### src/sv/pseudocolor_map_interpolator_macros.svh
// Assertion macros shared by the pseudocolor map interpolator modules.
`ifndef PSEUDOCOLOR_MAP_INTERPOLATOR_MACROS_SVH
`define PSEUDOCOLOR_MAP_INTERPOLATOR_MACROS_SVH
`ifndef SYNTHESIS
// Check that cons holds in the same cycle as ante.
`define PMI_ASSERT_SAME(label, clk, rst_n, ante, cons) \
	label: assert property (@(posedge clk) disable iff (!rst_n) (ante) |-> (cons)) \
		else $error("pmi check failed");
// Check that cons holds in the cycle after ante.
`define PMI_ASSERT_NEXT(label, clk, rst_n, ante, cons) \
	label: assert property (@(posedge clk) disable iff (!rst_n) (ante) |=> (cons)) \
		else $error("pmi check failed");
`else
`define PMI_ASSERT_SAME(label, clk, rst_n, ante, cons)
`define PMI_ASSERT_NEXT(label, clk, rst_n, ante, cons)
`endif
`endif

### src/sv/pmi_pkg.sv
// Types, constants and colormap tables of the pseudocolor map interpolator.
package pmi_pkg;

	localparam int LEVEL_FRAC_BITS = 16;
	localparam int CHANNEL_BITS    = 8;
	localparam int LEVEL_W         = LEVEL_FRAC_BITS + 1;
	localparam int SEG_W           = 3;
	localparam int T_W             = LEVEL_FRAC_BITS + SEG_W;
	localparam int PROD_W          = CHANNEL_BITS + LEVEL_FRAC_BITS + 1;
	localparam int NUM_MAPS        = 5;
	localparam int MAX_POINTS      = 6;
	localparam int CH_MAX_I        = (1 << CHANNEL_BITS) - 1;

	typedef logic [CHANNEL_BITS-1:0]         chan_t;
	typedef logic [0:2][CHANNEL_BITS-1:0]    rgb_t;
	typedef logic [LEVEL_W-1:0]              level_t;
	typedef logic [SEG_W-1:0]                seg_t;
	typedef logic [T_W-1:0]                  scaled_t;
	typedef logic [PROD_W-1:0]               prod_t;

	typedef enum logic [2:0] {
		MAP_JET     = 3'd0,
		MAP_RGB     = 3'd1,
		MAP_HOT     = 3'd2,
		MAP_GREY    = 3'd3,
		MAP_GNUPLOT = 3'd4
	} map_t;

	localparam map_t MAP_LAST = MAP_GNUPLOT;

	localparam level_t LEVEL_ONE  = level_t'(1) << LEVEL_FRAC_BITS;
	localparam prod_t  ROUND_HALF = prod_t'(1) << (LEVEL_FRAC_BITS - 1);

	// Endpoints and fraction of one segment, handed to the blend stages.
	typedef struct packed {
		rgb_t   lo;
		rgb_t   hi;
		level_t frac;
	} seg_pair_t;

	// Scale a control point given in hundredths, rounding half up.
	function automatic chan_t scale_point(input int hundredths);
		return chan_t'((hundredths * CH_MAX_I * 2 + 100) / 200);
	endfunction

	localparam chan_t P0   = scale_point(0);
	localparam chan_t P25  = scale_point(25);
	localparam chan_t P50  = scale_point(50);
	localparam chan_t P60  = scale_point(60);
	localparam chan_t P75  = scale_point(75);
	localparam chan_t P90  = scale_point(90);
	localparam chan_t P100 = scale_point(100);

	// Control points per map, unused rows are black.
	localparam rgb_t POINTS [NUM_MAPS][MAX_POINTS] = '{
		'{ '{P0, P0, P100}, '{P0, P100, P100}, '{P100, P100, P0},
		   '{P100, P0, P0}, '{P100, P0, P100}, '{P0, P0, P100} },
		'{ '{P0, P0, P100}, '{P0, P100, P0}, '{P100, P0, P0},
		   '{P0, P0, P0}, '{P0, P0, P0}, '{P0, P0, P0} },
		'{ '{P0, P0, P0}, '{P100, P0, P0}, '{P100, P100, P0},
		   '{P100, P100, P100}, '{P0, P0, P0}, '{P0, P0, P0} },
		'{ '{P0, P0, P0}, '{P100, P100, P100}, '{P0, P0, P0},
		   '{P0, P0, P0}, '{P0, P0, P0}, '{P0, P0, P0} },
		'{ '{P0, P0, P0}, '{P50, P0, P100}, '{P60, P0, P60},
		   '{P75, P25, P0}, '{P90, P50, P0}, '{P100, P100, P0} }
	};

	// Number of segments of each map.
	function automatic seg_t seg_count(input map_t m);
		seg_t n;
		case (m)
			MAP_JET:     n = seg_t'(5);
			MAP_RGB:     n = seg_t'(2);
			MAP_HOT:     n = seg_t'(3);
			MAP_GREY:    n = seg_t'(1);
			MAP_GNUPLOT: n = seg_t'(5);
			default:     n = seg_t'(5);
		endcase
		return n;
	endfunction

endpackage

### src/sv/pseudocolor_map_interpolator.sv
// Pseudocolor map interpolator top level: map register and the four-stage pipeline.
// Takes one level per clock while in_stall is low (Q1.16, values above 1.0
// saturate) and returns one 8-bit RGB pixel per level, interpolated along
// the colormap chosen by map_select (0 jet, 1 rgb, 2 hot, 3 grey, 4 gnuplot;
// other codes act as jet). A level passes four registered stages in order:
// stage 1 scales it by the segment count, stage 2 looks up the segment
// endpoints, stage 3 weights them and stage 4 rounds the sum. Every stage
// holds one beat, so a full pipeline sustains one pixel per clock while
// out_stall is low, and out_stall back-pressures only as far as the stages are full.
// Write map_select only while idle.
`include "pseudocolor_map_interpolator_macros.svh"
module pseudocolor_map_interpolator (
	input  logic                                  clk,
	input  logic                                  arst_n,
	input  logic                                  in_valid,
	output logic                                  in_stall,
	input  logic [pmi_pkg::LEVEL_W-1:0]           level,
	output logic                                  out_valid,
	input  logic                                  out_stall,
	output logic [pmi_pkg::CHANNEL_BITS-1:0]      red,
	output logic [pmi_pkg::CHANNEL_BITS-1:0]      green,
	output logic [pmi_pkg::CHANNEL_BITS-1:0]      blue,
	input  logic                                  cfg_valid,
	output logic                                  cfg_ready,
	input  logic [2:0]                            map_select
);

	pmi_pkg::map_t      map_q;
	pmi_pkg::seg_pair_t seg_pair;
	pmi_pkg::rgb_t      pixel;
	logic               mid_valid;
	logic               mid_stall;

	// Register the map, folding unused codes onto jet.
	assign cfg_ready = 1'b1;

	always_ff @(posedge clk or negedge arst_n) begin
		if (!arst_n) begin
			map_q <= pmi_pkg::MAP_JET;
		end else if (cfg_valid && cfg_ready) begin
			if (map_select <= 3'(pmi_pkg::MAP_LAST)) begin
				map_q <= pmi_pkg::map_t'(map_select);
			end else begin
				map_q <= pmi_pkg::MAP_JET;
			end
		end
	end

	pmi_front u_front (
		.clk       (clk),
		.arst_n    (arst_n),
		.in_valid  (in_valid),
		.in_stall  (in_stall),
		.level     (level),
		.map_sel   (map_q),
		.out_valid (mid_valid),
		.out_stall (mid_stall),
		.seg_pair  (seg_pair)
	);

	pmi_blend u_blend (
		.clk       (clk),
		.arst_n    (arst_n),
		.in_valid  (mid_valid),
		.in_stall  (mid_stall),
		.seg_pair  (seg_pair),
		.out_valid (out_valid),
		.out_stall (out_stall),
		.pixel     (pixel)
	);

	assign red   = pixel[0];
	assign green = pixel[1];
	assign blue  = pixel[2];

	`PMI_ASSERT_SAME(a_map_legal, clk, arst_n, 1'b1, map_q <= pmi_pkg::MAP_LAST)

endmodule

### src/sv/pmi_front.sv
// Segment search and control point lookup: two pipeline stages.
`include "pseudocolor_map_interpolator_macros.svh"
module pmi_front (
	input  logic              clk,
	input  logic              arst_n,
	input  logic              in_valid,
	output logic              in_stall,
	input  pmi_pkg::level_t   level,
	input  pmi_pkg::map_t     map_sel,
	output logic              out_valid,
	input  logic              out_stall,
	output pmi_pkg::seg_pair_t seg_pair
);

	logic               v_s1, v_s2;
	logic               en_s1, en_s2;
	pmi_pkg::scaled_t   t_s1;
	pmi_pkg::map_t      map_s1;
	pmi_pkg::seg_pair_t pair_s2;

	pmi_pkg::level_t    lvl_sat;
	pmi_pkg::seg_t      nm1_s1;
	pmi_pkg::seg_t      seg_raw;
	pmi_pkg::seg_t      seg_lo;
	pmi_pkg::seg_t      seg_hi;
	pmi_pkg::level_t    frac_c;

	// Advance a stage when it is empty or the next one takes its beat.
	assign en_s2    = !v_s2 || !out_stall;
	assign en_s1    = !v_s1 || en_s2;
	assign in_stall = !en_s1;

	// Saturate the level and scale it by the segment count.
	assign lvl_sat = level[pmi_pkg::LEVEL_FRAC_BITS] ? pmi_pkg::LEVEL_ONE : level;

	always_ff @(posedge clk or negedge arst_n) begin
		if (!arst_n) begin
			v_s1 <= 1'b0;
		end else if (en_s1) begin
			v_s1 <= in_valid;
		end
	end

	always_ff @(posedge clk) begin
		if (en_s1 && in_valid) begin
			t_s1   <= pmi_pkg::T_W'(lvl_sat) * pmi_pkg::T_W'(pmi_pkg::seg_count(map_sel));
			map_s1 <= map_sel;
		end
	end

	// Split into segment and fraction, clamp the top end.
	always_comb begin
		nm1_s1  = pmi_pkg::seg_count(map_s1);
		seg_raw = t_s1[pmi_pkg::LEVEL_FRAC_BITS +: pmi_pkg::SEG_W];
		seg_lo  = seg_raw;
		frac_c  = {1'b0, t_s1[pmi_pkg::LEVEL_FRAC_BITS-1:0]};
		if (seg_raw >= nm1_s1) begin
			seg_lo = nm1_s1 - pmi_pkg::seg_t'(1);
			frac_c = pmi_pkg::LEVEL_ONE;
		end
		seg_hi = seg_lo + pmi_pkg::seg_t'(1);
	end

	always_ff @(posedge clk or negedge arst_n) begin
		if (!arst_n) begin
			v_s2 <= 1'b0;
		end else if (en_s2) begin
			v_s2 <= v_s1;
		end
	end

	always_ff @(posedge clk) begin
		if (en_s2 && v_s1) begin
			pair_s2.lo   <= pmi_pkg::POINTS[map_s1][seg_lo];
			pair_s2.hi   <= pmi_pkg::POINTS[map_s1][seg_hi];
			pair_s2.frac <= frac_c;
		end
	end

	assign out_valid = v_s2;
	assign seg_pair  = pair_s2;

	`PMI_ASSERT_SAME(a_frac_bound, clk, arst_n, v_s2, pair_s2.frac <= pmi_pkg::LEVEL_ONE)
	`PMI_ASSERT_SAME(a_stall_full, clk, arst_n, in_stall, v_s1 && v_s2)

endmodule

### src/sv/pmi_blend.sv
// Linear blend of the two control points per channel: weight stage and sum stage.
`include "pseudocolor_map_interpolator_macros.svh"
module pmi_blend (
	input  logic               clk,
	input  logic               arst_n,
	input  logic               in_valid,
	output logic               in_stall,
	input  pmi_pkg::seg_pair_t seg_pair,
	output logic               out_valid,
	input  logic               out_stall,
	output pmi_pkg::rgb_t      pixel
);

	logic                 v_s3, v_s4;
	logic                 en_s3, en_s4;
	pmi_pkg::prod_t [0:2] wlo_s3;
	pmi_pkg::prod_t [0:2] whi_s3;
	pmi_pkg::rgb_t        pixel_s4;
	pmi_pkg::prod_t [0:2] sum_c;
	pmi_pkg::level_t      inv_frac;

	// Advance a stage when it is empty or the next one takes its beat.
	assign en_s4    = !v_s4 || !out_stall;
	assign en_s3    = !v_s3 || en_s4;
	assign in_stall = !en_s3;

	assign inv_frac = pmi_pkg::LEVEL_ONE - seg_pair.frac;

	always_ff @(posedge clk or negedge arst_n) begin
		if (!arst_n) begin
			v_s3 <= 1'b0;
			v_s4 <= 1'b0;
		end else begin
			if (en_s3) begin
				v_s3 <= in_valid;
			end
			if (en_s4) begin
				v_s4 <= v_s3;
			end
		end
	end

	// Weight both endpoints of each channel.
	always_ff @(posedge clk) begin
		if (en_s3 && in_valid) begin
			for (int c = 0; c < 3; c++) begin
				wlo_s3[c] <= pmi_pkg::PROD_W'(seg_pair.lo[c]) * pmi_pkg::PROD_W'(inv_frac);
				whi_s3[c] <= pmi_pkg::PROD_W'(seg_pair.hi[c]) * pmi_pkg::PROD_W'(seg_pair.frac);
			end
		end
	end

	// Add, round half up and drop the fraction.
	always_comb begin
		for (int c = 0; c < 3; c++) begin
			sum_c[c] = wlo_s3[c] + whi_s3[c] + pmi_pkg::ROUND_HALF;
		end
	end

	always_ff @(posedge clk) begin
		if (en_s4 && v_s3) begin
			for (int c = 0; c < 3; c++) begin
				pixel_s4[c] <= sum_c[c][pmi_pkg::LEVEL_FRAC_BITS +: pmi_pkg::CHANNEL_BITS];
			end
		end
	end

	assign out_valid = v_s4;
	assign pixel     = pixel_s4;

	`PMI_ASSERT_SAME(a_blend_stall_full, clk, arst_n, in_stall, v_s3 && v_s4)
	`PMI_ASSERT_NEXT(a_blend_moves, clk, arst_n, v_s3 && en_s4, v_s4)

endmodule

### config.mk
export PLATFORM = sky130hd
export DESIGN_NAME = pseudocolor_map_interpolator
export DESIGN_NICKNAME = d
export VERILOG_FILES = /design/src/sv/pmi_pkg.sv /design/src/sv/pseudocolor_map_interpolator.sv /design/src/sv/pmi_front.sv /design/src/sv/pmi_blend.sv
export VERILOG_INCLUDE_DIRS = /design/src /design/src/sv
export SDC_FILE = /design/constraint.sdc
export NUM_CORES = 2
export LEC_CHECK = 0
export BUFFER_PORTS_ARGS = -buffer_cell sky130_fd_sc_hd__buf_2
export CORE_ASPECT_RATIO = 0.75
export CORE_MARGIN = 2
export CORE_UTILIZATION = 60
export CTS_BUF_LIST = sky130_fd_sc_hd__clkbuf_16
export CTS_CLUSTER_DIAMETER = 50
export DETAILED_ROUTE_END_ITERATION = 8
export HOLD_SLACK_MARGIN = 0.02
export PLACE_DENSITY = 0.8
export SLEW_MARGIN = 10
export SYNTH_ARGS = -nofsm -noshare
export SYNTH_HDL_FRONTEND = slang
export SYNTH_SLANG_ARGS = --single-unit
### constraint.sdc
create_clock -name clk -period 8.1 [get_ports clk]
set_input_delay 0.405 -clock clk [delete_from_list [all_inputs] [get_ports clk]]
set_output_delay 0.405 -clock clk [all_outputs]
set_load 0.01 [all_outputs]
==> reports/summary.md <==
## Outcome
• **run status** finished, final reports clean

## Routing
• **number of remaining DRC errors** 0
• **antenna violation net count after detailed routing** 0
• **Avg Vias per Cell** 5.53
• **Starting DRT DRC Count** 2101
• **Routed WL per cell** 17.3 um
• **drt pass-1 iters** 6
• **Routed Wire Length** 74100 um
• **vias after detailed routing** 23700

## Synthesis
• **primary flip-flop cell chosen by synthesis mapping** edfxtp_1
• **area share of the largest cell type after synthesis** 30.5%
• **number of enable-type register cells in the synthesized netlist** 225
• **top cell types by occurrence after synthesis** 743 x inv_1, 530 x fa_1, 433 x ha_1, 330 x nand2_1, 225 x edfxtp_1
• **count of state elements after synthesis** 232
• **cell with the most instances after synthesis** inv_1
• **mean area per synthesized cell** 10.0 um^2
• **Netlist Area Pre-Place** 34700 um^2
• **number of distinct standard cells referenced by the synthesized netlist** 86
• **main area contributors after synthesis** fa_1 31%, edfxtp_1 19%, ha_1 16%, inv_1 8.0%, xnor2_1 3.6%
• **Seq/Total Area, Yosys** 20.0%
• **Post-Syn Nets** 4454
• **Ys Warns** 0
• **largest area contributor in the synthesized netlist** fa_1
• **post-synthesis cell count** 3466
• **FFs w/ async S/R, synth** 3.02%

## STA
• **fin. max-slew vios** 0
• **unrepaired setup endpoints after global routing** false
• **Tmin final** 7.20 ns
• **Fin Setup TNS** 0 ns
• **Fmax** 0.139 GHz
• **actual transition at the worst max-transition pin** 1.14 ns
• **final setup violation count** 0
• **total count of hold-check failures in the final report** 0
• **maximum clock skew at final layout** 0.0177 ns
• **worst relative slew slack** 24.0%
• **period utilization** 88.9%

## Floorplan
• **core region area** 57300 um^2
• **die width** 282 um
• **starting density of the core** 60.6%
• **overall die area** 59900 um^2
• **IO Pins** 52
• **die extent in y** 212 um
• **site row count** 76

## Setup path
• **CP max FO** 13
• **Buffers & Inverters on Critical Path** 1
• **peak per-stage delay on the critical path** 0.59 ns
• **FF-to-FF Start** u_front.seg_pair[2]$_SDFFCE_PN0P_
• **RR Endpoint** u_blend.wlo_s3[21]$_DFFE_PP_
• **cell with the biggest individual delay on the critical path** fa_1
• **cell type with the highest occurrence count on the critical path** fa_1
• **Levels on crit path** 20
• **Critical Path Sink Type** register
• **Critical path origin** u_front.seg_pair[2]$_SDFFCE_PN0P_
• **setup slack on the worst flop-to-flop path** 0.90 ns
• **CP startpoint kind** register
• **Reg2Reg Depth** 20
• **critical path start-end classification** reg2reg
• **timing endpoint of the critical path** u_blend.wlo_s3[21]$_DFFE_PP_
• **cell family contributing the most delay on the critical path** adder cells
• **cell breakdown of the critical path** nor2_1, nand3_1, or3_1, or3b_4, nor3_2, xnor2_1, nand2_1, fa_1, inv_1, fa_1, fa_1, fa_1, ha_1, a211o_1, or3b_1, o32ai_1, a21oi_1, a41oi_1, nor2b_1, xnor2_1
• **endpoint required time on the critical path** 8.45 ns
• **Worst Path Arrival** 7.55 ns

## CTS
• **clock latency on the worst-skew pair** 0.59 ns
• **clock transition at the registers of the reported paths** 0.06 ns
• **CTS tree** done
• **H-Tree Depth** 1
• **cell at the root of the clock tree** clkbuf_16
• **total clock buffers created by CTS** 31
• **buffer levels on the longest clock path** 3
• **Setup Buffers After CTS** 0
• **clock tree sinks** 232

## Global route
• **busiest grt layer** met2
• **initial antenna violation count** 0
• **overall track demand over capacity in global routing** 26.4%
• **met3 Use GR** 6.22%
• **global-route wire length before repair** 125000 um
• **met1 Resource Use GR** 38.1%
• **GR Util met2** 40.1%
• **via count of the first global-routing pass** 24600
• **sum of overflow across all layers after global routing** 0
• **largest net degree at the start of global routing** 56

## Min path
• **class of the worst hold path** in2reg

## Final layout
• **Total Nets Final** 4480
• **Final Core Density** 64.4%
• **diodes inserted** 0
• **ratio of cells with drive above 1 in the final layout** 4.92%
• **Synth-to-Final Area Change** 6.36%

## Run
• **number of max-cap violations** 0

## Placed design
• **quantity of I/O buffers inserted on ports** 50
• **routability-driven placement congestion ratio** 0.946
• **half-perimeter wire length after placement** 61000 um

==> how the worst min path moves through the flow <==
stage,to,start,cells past startpoint
final,map_q[0]$_DFFE_PN0P_,cfg_valid,2
after global routing,map_q[1]$_DFFE_PN0P_,cfg_valid,2
after CTS,map_q[1]$_DFFE_PN0P_,cfg_valid,2
after detailed placement,u_blend.out_valid$_DFFE_PN0P_,arst_n,1
after global placement,u_blend.out_valid$_DFFE_PN0P_,arst_n,1
after floorplan,map_q[0]$_DFFE_PN0P_,arst_n,0
==> cell families after synthesis <==
group | count (synthesis) | synth area share, %
adders and majority gates | 964 | 46.2
buffers and inverters | 832 | 9.03
and+or+nand+nor | 764 | 10.6
AOI/OAI and AO/OA | 459 | 8.68
DFF | 232 | 20.0
xor gates and xnor gates | 206 | 5.31
muxes | 8 | 0.241
other | 1 | 0.0108
==> per-layer routing <==
metal	vias to the layer above	wire length, um	part of all wire [%]
li1	11200	-	-
met1	11600	33100	45
met2	833	32300	44
met3	127	6370	8.6
met4	2	2280	3.1
met5	-	23	0.031
==> cell type report <==
class,instances,area (um^2)
clock buffers,31,776
clock inverters,27,319
fillers,4446,20400
inverters,751,2820
multi-input cells,2402,24700
flip-flops and latches,232,6930
well taps,780,976
repair buffers,74,435
==> state kept, by name (all words and copies together), names as in the netlist <==
name               cells
u_front.out_valid      1
map_q                  3
u_blend.v_s3           1
u_blend.out_valid      1
u_blend.wlo_s3        72
u_blend.whi_s3        72
u_front.map_s1         3
u_front.v_s1           1
u_blend.pixel         24
u_front.t_s1          19
u_front.seg_pair      35
==> cells in the final DEF, fill, tap and decap left out, types with 50 or more instances in the layout <==
cell type,instances
inv_1,744
fa_1,530
ha_1,433
nand2_1,330
edfxtp_1,225
xnor2_1,144
a21oi_1,135
and2_1,113
nor2_1,107
o21ai_0,76
xor2_1,58
a21o_1,51
buf_2,50
==> through the flow <==
stage                     hold WS [ns]  cells  worst slack (ns)  area [um^2]
after floorplan                  0.109   3466             0.415        34700
after global placement           0.245   4237              1.31        35800
after detailed placement         0.248   4237              1.06        35800
after CTS                       0.0226   4297              1.01        36900
after global routing            0.0470   4297             0.563        36900
final                           0.0445   4297             0.897        36900
==> worst register-to-register path, delay by kind of cell, from the launching register on <==
kind                     cells  cell delay (ns)
buffers and inverters        1             0.06
AO/OA/AOI/OAI                4             1.01
AND/OR/NAND/NOR              8             2.38
flip-flops                   1             0.58
adder cells (fa/ha/maj)      5             2.40
XOR/XNOR                     2             0.56
==> repair_timing <==
action,in CTS,in global routing
resized for setup,0,0
endpoints found under the hold margin,8,0
hold buffers,2,0
Power is left out: the tool's default activity adds up to more than one toggle a clock period on the data nets, which glitch-free logic cannot reach.
